[src/rtl/i2cm_pkg.sv]
// Shared types and constants for the I2C master bit engine.
// No dependencies; imported by i2cm_seq and i2c_master_bit_engine.
package i2cm_pkg;

   localparam int WAIT_WIDTH = 16;
   localparam logic [WAIT_WIDTH-1:0] WAIT_RESET = WAIT_WIDTH'(250);
   localparam logic [3:0] BYTE_BITS = 4'd8;

   localparam logic [2:0] OP_START  = 3'd0;
   localparam logic [2:0] OP_STOP   = 3'd1;
   localparam logic [2:0] OP_WRITE  = 3'd2;
   localparam logic [2:0] OP_RD_ACK = 3'd3;
   localparam logic [2:0] OP_RD_NAK = 3'd4;

   typedef enum logic [3:0] {
      PH_IDLE = 4'd0,
      PH_ST_A = 4'd1,
      PH_ST_B = 4'd2,
      PH_SP_A = 4'd3,
      PH_SP_B = 4'd4,
      PH_SP_C = 4'd5,
      PH_WB   = 4'd6,
      PH_WH   = 4'd7,
      PH_WL   = 4'd8,
      PH_WA   = 4'd9,
      PH_WAH  = 4'd10,
      PH_RP   = 4'd11,
      PH_RH   = 4'd12,
      PH_RA   = 4'd13,
      PH_RAH  = 4'd14
   } phase_type;

   typedef struct packed {
      logic       cmd_valid;
      logic [2:0] op;
      logic [7:0] tx_byte;
      logic       sda_in;
   } req_type;

   typedef struct packed {
      logic       scl_level;
      logic       sda_level;
      logic       sda_drive;
      logic       busy_res;
      logic       done_res;
      logic [7:0] rx_byte;
      logic       ack_bit;
   } rsp_type;

endpackage

[src/rtl/i2c_master_bit_engine.sv]
// Top level of the I2C master bit engine: handshake, wait register, result register.
// Depends on i2cm_pkg and i2cm_seq.

// Each request transfer is one time tick: it carries the sampled SDA level and
// optionally a command (start, stop, write byte, read byte with ACK or NAK).
// The engine advances its bus sequence by exactly one tick per request and
// returns one response per request, holding the SCL/SDA levels and status
// after that tick. A request is taken every clock cycle; its response appears
// in the result register on the following cycle. While the response side
// stalls with a response pending, the request side is stalled too. Every pause
// between line changes lasts csr_wr_data ticks as last written (reset 250;
// zero counts as one tick). Commands offered while busy are dropped.
module i2c_master_bit_engine
   import i2cm_pkg::*;
(
   input  logic                  clock,
   input  logic                  reset,
   input  logic                  req_valid,
   output logic                  req_stall,
   input  req_type               req_data,
   output logic                  rsp_valid,
   input  logic                  rsp_stall,
   output rsp_type               rsp_data,
   input  logic                  csr_wr_en,
   input  logic [WAIT_WIDTH-1:0] csr_wr_data
);

   logic [WAIT_WIDTH-1:0] wait_ticks_ff;
   logic                  rsp_valid_ff, rsp_valid_in;
   rsp_type               rsp_data_ff;
   rsp_type               seq_rsp;
   logic                  step;

   // hold input only while a response waits on a stalled consumer
   assign req_stall    = rsp_valid_ff & rsp_stall;
   assign step         = req_valid & ~req_stall;
   assign rsp_valid_in = step | (rsp_valid_ff & rsp_stall);

   i2cm_seq u_seq (
      .clock      (clock),
      .reset      (reset),
      .step       (step),
      .req        (req_data),
      .wait_ticks (wait_ticks_ff),
      .rsp        (seq_rsp)
   );

   always_ff @(posedge clock) begin
      if (reset) begin
         wait_ticks_ff <= WAIT_RESET;
         rsp_valid_ff  <= 1'b0;
      end else begin
         if (csr_wr_en) begin
            wait_ticks_ff <= csr_wr_data;
         end
         rsp_valid_ff <= rsp_valid_in;
      end
   end

   always_ff @(posedge clock) begin
      if (step) begin
         rsp_data_ff <= seq_rsp;
      end
   end

   assign rsp_valid = rsp_valid_ff;
   assign rsp_data  = rsp_data_ff;

endmodule

[src/rtl/i2cm_seq.sv]
// Tick sequencer of the I2C master: phase machine, pause counter, shifter.
// Depends on i2cm_pkg; instantiated by i2c_master_bit_engine.
module i2cm_seq
   import i2cm_pkg::*;
(
   input  logic                  clock,
   input  logic                  reset,
   input  logic                  step,
   input  req_type               req,
   input  logic [WAIT_WIDTH-1:0] wait_ticks,
   output rsp_type               rsp
);

   phase_type             phase_ff, phase_in;
   logic [2:0]            op_ff, op_in;
   logic [3:0]            bit_ff, bit_in;
   logic [WAIT_WIDTH-1:0] wait_ff, wait_in;
   logic [7:0]            shift_ff, shift_in;
   logic [7:0]            received_ff, received_in;
   logic                  ack_ff, ack_in;
   logic                  scl_ff, scl_in;
   logic                  sda_ff, sda_in;
   logic                  drv_ff, drv_in;
   logic                  done;
   logic [WAIT_WIDTH-1:0] pause;
   logic [WAIT_WIDTH-1:0] count_dec;

   always_ff @(posedge clock) begin
      if (reset) begin
         phase_ff    <= PH_IDLE;
         op_ff       <= OP_START;
         bit_ff      <= '0;
         wait_ff     <= '0;
         shift_ff    <= '0;
         received_ff <= '0;
         ack_ff      <= 1'b1;
         scl_ff      <= 1'b1;
         sda_ff      <= 1'b1;
         drv_ff      <= 1'b1;
      end else begin
         phase_ff    <= phase_in;
         op_ff       <= op_in;
         bit_ff      <= bit_in;
         wait_ff     <= wait_in;
         shift_ff    <= shift_in;
         received_ff <= received_in;
         ack_ff      <= ack_in;
         scl_ff      <= scl_in;
         sda_ff      <= sda_in;
         drv_ff      <= drv_in;
      end
   end

   // a zero pause setting still lasts one tick
   assign pause     = (wait_ticks == '0) ? WAIT_WIDTH'(1) : wait_ticks;
   assign count_dec = wait_ff - WAIT_WIDTH'(wait_ff != '0);

   always_comb begin
      phase_in    = phase_ff;
      op_in       = op_ff;
      bit_in      = bit_ff;
      wait_in     = wait_ff;
      shift_in    = shift_ff;
      received_in = received_ff;
      ack_in      = ack_ff;
      scl_in      = scl_ff;
      sda_in      = sda_ff;
      drv_in      = drv_ff;
      done        = 1'b0;

      if (step) begin
         if (phase_ff == PH_IDLE) begin
            if (req.cmd_valid && (req.op inside {[OP_START:OP_RD_NAK]})) begin
               op_in   = req.op;
               bit_in  = '0;
               wait_in = pause;
               case (req.op)
                  OP_START: begin
                     drv_in   = 1'b1;
                     sda_in   = 1'b1;
                     scl_in   = 1'b1;
                     phase_in = PH_ST_A;
                  end
                  OP_STOP: begin
                     drv_in   = 1'b1;
                     scl_in   = 1'b0;
                     sda_in   = 1'b0;
                     phase_in = PH_SP_A;
                  end
                  OP_WRITE: begin
                     drv_in   = 1'b1;
                     sda_in   = req.tx_byte[7];
                     shift_in = {req.tx_byte[6:0], 1'b0};
                     phase_in = PH_WB;
                  end
                  default: begin
                     // both read commands: clear accumulator, release SDA
                     shift_in = '0;
                     drv_in   = 1'b0;
                     phase_in = PH_RP;
                  end
               endcase
            end
         end else begin
            wait_in = count_dec;
            if (count_dec == '0) begin
               phase_in = PH_IDLE;
               case (phase_ff)
                  PH_ST_A: begin
                     sda_in   = 1'b0;
                     phase_in = PH_ST_B;
                  end
                  PH_ST_B: begin
                     scl_in = 1'b0;
                     done   = 1'b1;
                  end
                  PH_SP_A: begin
                     scl_in   = 1'b1;
                     phase_in = PH_SP_B;
                  end
                  PH_SP_B: begin
                     sda_in   = 1'b1;
                     drv_in   = 1'b1;
                     phase_in = PH_SP_C;
                  end
                  PH_SP_C: done = 1'b1;
                  PH_WB: begin
                     scl_in   = 1'b1;
                     phase_in = PH_WH;
                  end
                  PH_WH: begin
                     scl_in   = 1'b0;
                     phase_in = PH_WL;
                  end
                  PH_WL: begin
                     bit_in = bit_ff + 4'd1;
                     if (bit_in < BYTE_BITS) begin
                        drv_in   = 1'b1;
                        sda_in   = shift_ff[7];
                        shift_in = {shift_ff[6:0], 1'b0};
                        phase_in = PH_WB;
                     end else begin
                        drv_in   = 1'b0;
                        phase_in = PH_WA;
                     end
                  end
                  PH_WA: begin
                     scl_in   = 1'b1;
                     ack_in   = req.sda_in;
                     phase_in = PH_WAH;
                  end
                  PH_WAH: begin
                     scl_in = 1'b0;
                     done   = 1'b1;
                  end
                  PH_RP: begin
                     // sample on the rising SCL tick itself
                     scl_in   = 1'b1;
                     shift_in = {shift_ff[6:0], req.sda_in};
                     phase_in = PH_RH;
                  end
                  PH_RH: begin
                     scl_in = 1'b0;
                     bit_in = bit_ff + 4'd1;
                     if (bit_in < BYTE_BITS) begin
                        phase_in = PH_RP;
                     end else begin
                        drv_in   = 1'b1;
                        sda_in   = (op_ff == OP_RD_NAK);
                        phase_in = PH_RA;
                     end
                  end
                  PH_RA: begin
                     scl_in   = 1'b1;
                     phase_in = PH_RAH;
                  end
                  PH_RAH: begin
                     scl_in      = 1'b0;
                     received_in = shift_ff;
                     done        = 1'b1;
                  end
                  default: phase_in = PH_IDLE;
               endcase
               if (phase_in != PH_IDLE) begin
                  wait_in = pause;
               end
            end
         end
      end
   end

   always_comb begin
      rsp.scl_level = scl_in;
      rsp.sda_level = drv_in & sda_in;
      rsp.sda_drive = drv_in;
      rsp.busy_res  = (phase_in != PH_IDLE);
      rsp.done_res  = done;
      rsp.rx_byte   = received_in;
      rsp.ack_bit   = ack_in;
   end

endmodule
[config.mk]
export PLATFORM = sky130hd
export DESIGN_NAME = i2c_master_bit_engine
export DESIGN_NICKNAME = d
export VERILOG_FILES = /design/src/rtl/i2cm_pkg.sv /design/src/rtl/i2c_master_bit_engine.sv /design/src/rtl/i2cm_seq.sv
export SDC_FILE = /design/constraint.sdc
export NUM_CORES = 1
export LEC_CHECK = 0
export BUFFER_PORTS_ARGS = -buffer_cell sky130_fd_sc_hd__buf_4
export CAP_MARGIN = 20
export CORE_MARGIN = 2
export CORE_UTILIZATION = 53
export DETAILED_ROUTE_END_ITERATION = 7
export GPL_TIMING_DRIVEN = 0
export PLACE_DENSITY_LB_ADDON = 0.08
export SYNTH_ARGS = -nofsm -noshare
export SYNTH_HDL_FRONTEND = slang
export SYNTH_HIERARCHICAL = 1
export SYNTH_SLANG_ARGS = --single-unit
[constraint.sdc]
create_clock -name clock -period 5.4 [get_ports clock]
set_input_delay 0.27 -clock clock [delete_from_list [all_inputs] [get_ports clock]]
set_output_delay 0.27 -clock clock [all_outputs]
set_load 0.01 [all_outputs]
== Yosys cells after proc, flatten, opt, wreduce, memory -nomap -nowiden ==
Cells that the tools add are included.
Storage, ports and cells
  register bits after elaboration: 78
  bits of input ports: 34
Cells by class
  $add $sub $neg: 2
  order comparisons: 3
  equality and inequality tests: 20
  multiplexer cells: 57
  bitwise operators: 6
  reduce and logical (&&, ||, !) cells: 23
Operators by type and width (number)
  16-bit two-way mux: 5
  8-bit two-way mux: 8
  4-bit two-way mux: 12
  4-bit one-hot mux with 10 select lines: 1
  16-bit logical NOT: 2
  8-bit one-hot mux with 2 select lines: 2
  4-bit equality test (second input constant): 7
  1-bit two-way mux: 22
  4-bit by 3-bit equality test with 1-bit output (second input constant): 4
  16-bit nonzero test: 1
  16-bit by 1-bit subtractor with 16-bit output: 1
  4-bit one-hot mux with 3 select lines: 1
  5-bit OR reduction: 2
  4-bit by 2-bit equality test with 1-bit output (second input constant): 2
  4-bit nonzero test: 2
  1-bit one-hot mux with 3 select lines: 2
  6-bit AND reduction: 1
  2-bit OR reduction: 3
  4-bit by 1-bit adder with 4-bit output (second input constant): 1
  4-bit by 1-bit equality test with 1-bit output (second input constant): 1
  4-bit logical NOT: 1
  4-bit < comparator (second input constant): 1
  2-bit != test (second input constant): 2
  1-bit one-hot mux with 2 select lines: 2
  20 further kinds: 25

== Depth between registers and ports, before layout ==
Gate-level depths: netlist of the first run.
  word-level depth: 11
  gate-level depth with buffers: 16

== By module ==
Netlist of the first run, hierarchy kept.
Modules (own cells, without submodules)
  i2cm_seq: times used 1, cells an instance 418, area each 3319.4 um2, sequential area each 940.9 um2
  i2c_master_bit_engine: times used 1, cells an instance 71, area each 1062.3 um2, sequential area each 760.7 um2

== Worst setup path before layout of the first run ==
No wires, ideal clock.
  kind: reg2reg
  from: register u_seq.wait_ff[5]
  to: register rsp_data_ff (netlist bit rsp_data[0]) (data pin)
  library setup time: 251 ps
  arrival: 3756 ps
  required time: 5149 ps
  setup slack: 1393 ps
  cell stages (with the launch flop): 16
  buffers on the path: 3
  clock period less this slack: 4007 ps
  cells stage by stage: dfxtp_1 clkbuf_1 nor4_4 nand4b_1 or3_1 ha_1 ha_1 or4b_4 buf_6 o2bb2ai_1 a311oi_1 o2111ai_2 nand2b_4 nor4bb_4 mux2_1 buf_4
Between the ends
  cells in the longest elaborated chain, start to end: 6
RTL lines
  from (decl): RTL line i2cm_seq.sv:17  | logic [WAIT_WIDTH-1:0] wait_ff, wait_in;
  from (signal assigned): RTL line i2cm_seq.sv:44  | wait_ff <= wait_in;
  16-bit nonzero test: RTL line i2cm_seq.sv:56  | assign count_dec = wait_ff - WAIT_WIDTH'(wait_ff != '0);
  16-bit by 1-bit subtractor with 16-bit output *: RTL line i2cm_seq.sv:56
  16-bit logical NOT *: RTL line i2cm_seq.sv:106  | if (count_dec == '0) begin
  1-bit two-way mux *: RTL line i2cm_seq.sv:106
  1-bit two-way mux *: RTL line i2cm_seq.sv:72  | if (phase_ff == PH_IDLE) begin
  1-bit two-way mux *: RTL line i2cm_seq.sv:71  | if (step) begin
  net u_seq.ack_in: RTL line i2cm_seq.sv:20  | logic ack_ff, ack_in;
  to (signal assigned): RTL line i2c_master_bit_engine.sv:62  | rsp_data_ff <= seq_rsp;
  to (decl): RTL line i2c_master_bit_engine.sv:30  | rsp_type rsp_data_ff;
Mark *: on every way through the listed nets, which the timed path passes. The rest lies on a longest branch.
A chain may end at the register's enable or synchronous reset.

== Worst setup path after layout of the first run ==
  from: register u_seq.wait_ff[10]
  to: register rsp_data_ff (netlist bit rsp_data[0]) (data pin)
Same word-level chain as after synthesis.

==> results of run 1 <==
[report_power, final]
part           total (mW)  internal [mW]  switching, mW
Sequential          0.682          0.637         0.0454
Combinational       0.616          0.252          0.365
Clock               0.424          0.178          0.245
[per-stage QoR]
stage | hold slack, ns | power [mW] | util | instances | worst slack, ns
detailed placement | 0.4544 | 1.297 | 0.5987 | 641 | 0.8453
global route | 0.09974 | 1.821 | 0.6216 | 657 | 0.4396
finish | 0.1189 | 1.722 | 0.6216 | 657 | 0.8158
global placement | 0.4449 | 1.288 | 0.5964 | 639 | 0.8793
CTS | 0.1046 | 1.721 | 0.6216 | 657 | 0.8319
floorplan | 0.3874 | 1.139 | - | 489 | 1.393
[worst max path at each step]
stage,end,cells after the start,start,slack [ns]
after floorplan,rsp_data[0],15,u_seq/wait_ff[5],1.39
after global placement,rsp_data[0],14,u_seq/wait_ff[10],0.88
after detailed placement,rsp_data[0],14,u_seq/wait_ff[10],0.85
after CTS,rsp_data[0],14,u_seq/wait_ff[10],0.83
after global routing,rsp_data[0],14,u_seq/wait_ff[10],0.44
final,rsp_data[0],14,u_seq/wait_ff[10],0.82
[state kept, by name (all words and copies together) (netlist names)]
| register | cells |
|---|---|
| u_seq/wait_ff | 16 |
| rsp_data | 14 |
| u_seq/ack_ff | 1 |
| rsp_valid | 1 |
| u_seq/received_ff | 8 |
| u_seq/shift_ff | 8 |
| u_seq/bit_ff | 4 |
| u_seq/drv_ff | 1 |
| u_seq/sda_ff | 1 |
| wait_ticks_ff | 16 |
| u_seq/phase_ff | 4 |
| u_seq/op_ff | 3 |
| u_seq/scl_ff | 1 |
[synth_stat cells, types with 8 or more instances]
library cell   n  share of area
dfxtp_1       64           0.29
mux2i_1       14          0.032
nor3_1        12          0.014
nor2_1        54          0.046
clkbuf_1      24          0.021
nand2_1       30          0.026
a211oi_1       9          0.015
mux2_2         8          0.021
xnor2_1        9          0.018
nand4_1       15          0.021
and2_1        14          0.020
nor4_1        13          0.019
nand3_1       15          0.017
o21ai_0       18          0.021
a21oi_1       25          0.029
edfxtp_1      14          0.096
[logic make-up after synthesis]
family	share of synthesized area
AOI/OAI and AO/OA	0.1808
muxes	0.05511
DFF	0.3883
buffers and inverters	0.05597
xor gates and xnor gates	0.02599
and+or+nand+nor	0.2853
adders and majority gates	0.008567
[area by class of cell]
class / count / area share
inverter: 6 / 0.004454
clock buffer: 9 / 0.02450
tap: 105 / 0.02598
sequential: 78 / 0.3365
clock inverter: 7 / 0.01237
timing repair buffer: 47 / 0.07003
multi-input combinational: 365 / 0.4821
buffer: 40 / 0.04405
[critical path: stages, from the launching register on]
cell	delay, ns
dfxtp_1	0.43
nor4_4	0.46
nand4b_1	0.27
or3_1	0.41
ha_1	0.20
ha_1	0.24
or4b_4	0.22
buf_6	0.11
o2bb2ai_1	0.09
a311oi_1	0.46
o2111ai_2	0.32
nand2b_4	0.27
nor4bb_4	0.36
mux2_1	0.38
buf_4	0.14
[routing by layer]
layer,vias up,GRT usage,wire [microns]
li1,1941,-,-
met1,1924,0.3441,4995
met2,154,0.4639,5824
met3,19,0.05347,666
met4,0,0.08454,237
met5,-,0,0
==> impl_metrics.py, run 1 <==
metrics = {
    "yosys": {
        "async_reset_ff_frac": 0,
        "seq_area_frac_synth": 0.3883,
        "synth-seq-cells": 78,
        "synth-edff-count": 14,
        "synth_nets": 526,
        "syn_inst": 489,
        "syn_avg_cell_area_sq_um": 8.961,
        "synth_cell_types": 73,
        "yosys_warnings": 6,
        "syn_area_sq_um": 4382,
        "ys.flop_type": "dfxtp_1",
    },
    "place": {
        "post-dp-hpwl_microns": 8671,
        "place.gp.congestion": 0.9254,
        "portBuffers": 45,
        "placed_area_sq_um": 4870,
    },
    "timing": {
        "fmax_mhz": 218.1,
        "fin_crit_sh": 0.8489,
        "slew_violations": 0,
        "skew_ns": 0.01285,
        "finalSetupTns_ns": 0,
        "setup_viol": 0,
        "worstMarginPinSlew_ns": 0.9390,
        "grt_setup_unrepaired": "false",
        "hold_viol": 0,
        "fin_crit_ns": 4.584,
        "timing.slew.headroom": 0.3712,
    },
    "setup_path": {
        "cp_max_fo": 7,
        "rr_worst_depth": 14,
        "r2r_end": "rsp_data[0]",
        "worstPathArrival_ns": 4.70,
        "worstSetupStartpointType": "register",
        "critPathKind": "reg2reg",
        "r2r_slack_ns": 0.82,
        "required_ns": 5.51,
        "crit_path_end_kind": "register",
        "reg2reg_from": "u_seq/wait_ff[10]",
    },
    "drt": {
        "drtIter0Drc": 217,
        "ant_nets": 0,
        "wire_per_inst_microns": 17.84,
        "firstDrtPassIters": 5,
        "drc": 0,
        "viasPerCell": 6.146,
        "vias": 4038,
        "drt-total-wl_microns": 11720,
    },
    "global_routing": {
        "antenna_found_initial": 0,
        "grt_usage": 0.2712,
        "grt_pass1_vias": 3771,
        "grt_pass1_wl_microns": 18920,
        "grt_max_degree": 18,
        "grt-ovfl-total": 0,
    },
    "hold_path": {
        "holdPathStages": 2,
        "hold_end": "wait_ticks_ff[4]",
        "hp-class": "in2reg",
        "hold_start": "csr_wr_data[4]",
    },
    "cells_and_area": {
        "multi_input_area_sq_um": 2437,
        "fillCellCount": 732,
        "syn_to_final_growth_pct": 15.39,
        "final-seq-area_sq_um": 1702,
        "final_cell_mix": "64 x dfxtp_1, 54 x nor2_1, 49 x buf_4",
        "fin_nets": 584,
        "final_common_cell": "dfxtp_1",
        "drive_gt1_frac": 0.1993,
        "finalInstanceArea_sq_um": 5056,
        "antenna_cells": 0,
    },
    "clock_network": {
        "cts_buffers": 9,
        "cts_tree": "done",
        "root_buffer": "clkbuf_8",
        "htree_levels": 3,
        "clk_latency_ns": 0.36,
        "ctsLongestPathBuffers": 2,
        "clkTransAtPathRegs_ns": 0.09,
        "cts_resized": 0,
        "postCtsHoldBufs": 0,
        "cts_setup_buffers": 0,
        "cts.sinks": 78,
    },
    "floorplan": {
        "io-pin-count": 50,
        "num_rows": 33,
        "die_y_microns": 94.93,
        "design.core.area_sq_um": 8134,
        "start_util": 0.5387,
        "die_area_sq_um": 9011,
        "die_w_microns": 94.93,
    },
    "run_status": {
        "status": "finished, final reports clean",
    },
    "power": {
        "cellPowerDensity_nw_per_um2": 340.6,
        "p_leak_nw": 1.883,
        "irDropWorstVdd_mv": 0.1966,
    },
    "run": {
        "cap_violations": 0,
    },
}
No activity file was read; power rests on OpenSTA's default activity.
==> run 2, diff against run 1 <==
==> constraint.sdc (replaced) <==
create_clock -name clock -period 4.2 [get_ports clock]
set_input_delay 0.21 -clock clock [delete_from_list [all_inputs] [get_ports clock]]
set_output_delay 0.21 -clock clock [all_outputs]
set_load 0.01 [all_outputs]
==> run 2 against run 1 <==
Compared with the run above: clock power grew 29%; first-iteration DRC count grew 9.7%; worst setup slack lost 0.67 ns; utilization grew 1.6 points; total power grew 33%; global-route usage grew 0.067 points; routed wire length grew 2.0%; sequential share of layout area shrank 0.75 points; fmax grew 13%; final cell count grew 1.4%.
==> impl_metrics.py, run 2 (synthesis gave the netlist of run 1 again) <==
metrics = {
    "run": {
        "cap_violations": 0,
    },
    "power": {
        "irDropWorstVdd_mv": 0.2587,
        "p_switching_mw": 0.8708,
        "power_frac_comb": 0.372,
        "switching_share": 0.3813,
        "total_power_mw": 2.284,
        "p_int_mw": 1.413,
        "p_leak_nw": 1.945,
        "power_frac_clock": 0.239,
        "cellPowerDensity_nw_per_um2": 440.0,
        "pwr-share-seq": 0.389,
    },
    "timing": {
        "slew_violations": 0,
        "setup_viol": 0,
        "finalSetupTns_ns": 0,
        "timing.slew.headroom": 0.3584,
        "fmax_mhz": 246.5,
        "fin_crit_sh": 0.9658,
        "hold_viol": 0,
        "hold_ws_ns": 0.05866,
        "fin_crit_ns": 4.056,
        "skew_ns": 0.01188,
        "worstMarginPinSlew_ns": 0.9581,
    },
    "setup_path": {
        "worstPathArrival_ns": 4.15,
        "cp_max_fo": 6,
        "crit_path_end_kind": "register",
        "r2r_slack_ns": 0.14,
        "critPathKind": "reg2reg",
        "worstSetupStartpointType": "register",
        "required_ns": 4.29,
    },
    "clock_network": {
        "root_buffer": "clkbuf_8",
        "clkTransAtPathRegs_ns": 0.09,
        "ctsLongestPathBuffers": 2,
        "cts.sinks": 78,
        "cts_buffers": 9,
        "clk_latency_ns": 0.35,
        "cts_tree": "done",
        "htree_levels": 3,
        "postCtsHoldBufs": 0,
    },
    "run_status": {
        "status": "finished, final reports clean",
    },
    "cells_and_area": {
        "final_cell_mix": "60 x buf_4, 59 x dfxtp_1, 53 x nor2_1",
        "antenna_cells": 0,
        "final_common_cell": "buf_4",
        "drive_gt1_frac": 0.2389,
        "fin_nets": 593,
        "finish.utilization": 0.6381,
        "syn_to_final_growth_pct": 18.45,
    },
    "drt": {
        "vias": 4102,
        "drtIter0Drc": 238,
        "viasPerCell": 6.159,
        "drt-total-wl_microns": 11960,
        "ant_nets": 0,
        "wire_per_inst_microns": 17.95,
        "drc": 0,
        "firstDrtPassIters": 4,
    },
    "global_routing": {
        "grt_usage": 0.2719,
        "antenna_found_initial": 0,
        "grt_pass1_vias": 3812,
        "grt_pass1_wl_microns": 18970,
        "grt-ovfl-total": 0,
        "grt_max_degree": 18,
    },
    "floorplan": {
        "start_util": 0.5387,
        "design.core.area_sq_um": 8134,
        "die_y_microns": 94.93,
        "die_w_microns": 94.93,
        "die_area_sq_um": 9011,
        "num_rows": 33,
        "io-pin-count": 50,
    },
    "place": {
        "place.gp.congestion": 0.9254,
        "post-dp-hpwl_microns": 8671,
        "portBuffers": 45,
    },
    "hold_path": {
        "hp-class": "in2reg",
    },
}
run 2: path summary, 6_finish.rpt:
check / depth (start not counted) / endpoint / from
hold / removal: 2 / wait_ticks_ff[4] / csr_wr_data[4]
setup reg to reg: 14 / rsp_data[10] / u_seq/wait_ff[11]
hold reg to reg: 2 / u_seq/op_ff[1] / u_seq/op_ff[1]
setup / recovery: 14 / rsp_data[10] / u_seq/wait_ff[11]
run 2: power by group through the flow:
stage	combinational (mW)	sequential, mW	clock (mW)
finish	0.851	0.888	0.545
global route	0.923	0.895	0.588
CTS	0.804	0.876	0.558
detailed placement	0.775	0.893	0
global placement	0.765	0.891	0
floorplan	0.584	0.880	0
run 2: layout make-up:
cell class | count | area, sq um
Fill cell | 710 | 2944
Buffer | 38 | 215.2
Timing Repair Buffer | 58 | 436.7
Sequential cell | 78 | 1708
Tap cell | 105 | 131.4
Inverter | 6 | 22.52
Clock buffer | 9 | 123.9
Clock inverter | 7 | 62.56
Multi-Input combinational cell | 365 | 2490
run 2: metrics by stage:
step | area (sq um) | worst slack [ns] | cells
after floorplan | 4382 | 0.1929 | 489
after global placement | 4851 | -0.3207 | 639
after detailed placement | 4870 | -0.3547 | 641
after CTS | 5107 | 0.05278 | 662
after global routing | 5190 | -0.04317 | 666
final | 5190 | 0.1435 | 666
run 2: worst max-delay path, stage by stage (launching register included):
cell	delay, ns
dfxtp_2	0.38
nor4_4	0.32
nand4b_1	0.20
or3_1	0.39
ha_1	0.20
ha_2	0.21
or4b_4	0.21
buf_6	0.11
o2bb2ai_1	0.10
a311o_1	0.42
a2111oi_4	0.43
nand2_1	0.13
or3_1	0.41
a21oi_2	0.18
nand4_1	0.10
run 2: layer usage:
metal	GRT usage	part of all wire	vias to the layer above
met1	0.3416	0.43	1955
met5	0	0	-
met4	0.09058	0.025	0
met2	0.4663	0.49	164
met3	0.05347	0.056	27
li1	-	-	1956
run 2: repair_timing:
action                                  4_1_cts  5_1_grt
endpoints found under the setup margin       43       39
pin swaps                                     3        5
resized for setup                             3       11
cloned                                        0        0
buffers inserted                              5        6
==> run 3, diff against run 2 <==
--- a/config.mk
+++ b/config.mk
@@ -11,7 +11,7 @@
 export CORE_UTILIZATION = 53
 export DETAILED_ROUTE_END_ITERATION = 7
 export GPL_TIMING_DRIVEN = 0
-export PLACE_DENSITY_LB_ADDON = 0.08
+export PLACE_DENSITY = 0.86
 export SYNTH_ARGS = -nofsm -noshare
 export SYNTH_HDL_FRONTEND = slang
 export SYNTH_HIERARCHICAL = 1
==> run 3 against run 2 <==
Compared with the run above: die area did not move; combinational power fell by 2%; sequential share of layout area fell by 0.064 points; critical endpoint unchanged; largest power group unchanged.
==> impl_metrics.py, run 3 (synthesis gave the netlist of run 1 again) <==
metrics = {
    "place": {
        "portBuffers": 45,
        "place.gp.congestion": 0.9228,
        "dp_slack_ns": -0.3314,
        "post-dp-hpwl_microns": 8380,
    },
    "clock_network": {
        "clk_latency_ns": 0.37,
        "postCtsHoldBufs": 0,
        "cts_tree": "done",
        "cts.sinks": 78,
        "htree_levels": 3,
        "root_buffer": "clkbuf_8",
        "ctsLongestPathBuffers": 2,
        "cts_buffers": 9,
        "clkTransAtPathRegs_ns": 0.10,
    },
    "drt": {
        "vias": 4238,
        "ant_nets": 0,
        "drc": 0,
        "viasPerCell": 6.373,
        "firstDrtPassIters": 5,
        "drt-total-wl_microns": 11780,
        "wire_per_inst_microns": 17.72,
        "drtIter0Drc": 432,
    },
    "hold_path": {
        "hp-class": "in2reg",
        "holdPathStages": 2,
    },
    "floorplan": {
        "die_w_microns": 94.93,
        "io-pin-count": 50,
        "num_rows": 33,
        "die_area_sq_um": 9011,
        "start_util": 0.5387,
        "die_y_microns": 94.93,
        "design.core.area_sq_um": 8134,
    },
    "cells_and_area": {
        "syn_to_final_growth_pct": 18.50,
        "multi_input_area_sq_um": 2485,
        "fin_nets": 592,
        "antenna_cells": 0,
        "fillCellCount": 677,
        "final-seq-area_sq_um": 1705,
        "final_common_cell": "dfxtp_1",
        "drive_gt1_frac": 0.2357,
        "finish.utilization": 0.6384,
        "final_cell_mix": "61 x dfxtp_1, 60 x buf_4, 53 x nor2_1",
    },
    "setup_path": {
        "worstPathArrival_ns": 4.22,
        "crit_family": "simple AND/OR/NAND/NOR gates",
        "required_ns": 4.30,
        "crit_chain": "nor4_4 > nand4b_1 > or3_1 > ha_1 > ha_2 > or4b_4 > buf_6 > o2bb2ai_1 > a311o_1 > a2111oi_4 > nand2_2 > or3_1 > a21oi_2 > nand4_1",
        "cp_max_fo": 6,
        "rr_worst_depth": 14,
        "path_depth": 14,
        "critPathKind": "reg2reg",
        "crit_buf_inv": 1,
        "max_stage_delay_ns": 0.46,
        "worstSetupStartpointType": "register",
        "cp_common_cell": "or3_1",
        "cp_slowest_cell": "a2111oi_4",
        "crit_path_end_kind": "register",
    },
    "run_status": {
        "status": "finished, final reports clean",
    },
    "global_routing": {
        "use_met3": 0.05347,
        "grt-ovfl-total": 0,
        "grt_usage": 0.2707,
        "grt.met2_usage": 0.4444,
        "grt_pass1_wl_microns": 19000,
        "antenna_found_initial": 0,
        "met1_usage": 0.3461,
        "grt_pass1_vias": 3841,
        "busiest_layer": "met2",
        "grt_max_degree": 18,
    },
    "timing": {
        "setup_viol": 0,
        "fin_crit_ns": 4.116,
        "skew_ns": 0.01640,
        "finalSetupTns_ns": 0,
        "hold_ws_ns": 0.03700,
        "fin_crit_sh": 0.9799,
        "fin_ws_ns": 0.08432,
        "slew_violations": 0,
        "hold_viol": 0,
        "timing.slew.headroom": 0.3724,
        "worstMarginPinSlew_ns": 0.9371,
        "fmax_mhz": 243.0,
    },
    "power": {
        "irDropWorstVdd_mv": 0.1927,
        "p_leak_nw": 1.942,
        "cellPowerDensity_nw_per_um2": 443.6,
    },
    "run": {
        "cap_violations": 0,
    },
}
## run 3: layout make-up
type                            count  area share
Buffer                             37     0.04072
Multi-Input combinational cell    365      0.4786
Timing Repair Buffer               58     0.08410
Tap cell                          105     0.02530
Clock inverter                      7     0.01470
Inverter                            6    0.004337
Sequential cell                    78      0.3284
Clock buffer                        9     0.02386
## run 3: path summary, 6_finish.rpt
check                    start               end  slack, ns
min             csr_wr_data[3]  wait_ticks_ff[3]       0.04
max reg2reg  u_seq/wait_ff[12]      rsp_data[10]       0.08
min reg2reg     u_seq/op_ff[0]    u_seq/op_ff[0]       0.47
max          u_seq/wait_ff[12]      rsp_data[10]       0.08
## run 3: where the power goes
group | internal, mW | switching [mW]
logic | 0.359 | 0.477
registers | 0.820 | 0.0676
clock network | 0.237 | 0.342
total | 1.42 | 0.887
## run 3: routing by layer
metal / routed length (microns) / vias up
li1: - / 1962
met1: 4755 / 1972
met2: 5599 / 261
met3: 1104 / 43
met4: 320 / 0
met5: 0 / -
## run 3: timing repair
item | 4_1_cts | 5_1_grt
pin swaps | 3 | 7
resized for setup | 5 | 7
endpoints found under the setup margin | 38 | 40
buffers inserted | 4 | 7
cloned | 0 | 0
## run 3: through the flow
step,cells,power (mW),instance area [sq um]
2_1_floorplan,489,1.464,4382
3_3_place_gp,639,1.632,4851
3_5_place_dp,640,1.654,4865
4_1_cts,660,2.261,5124
5_1_grt,665,2.433,5192
6_report,665,2.303,5192
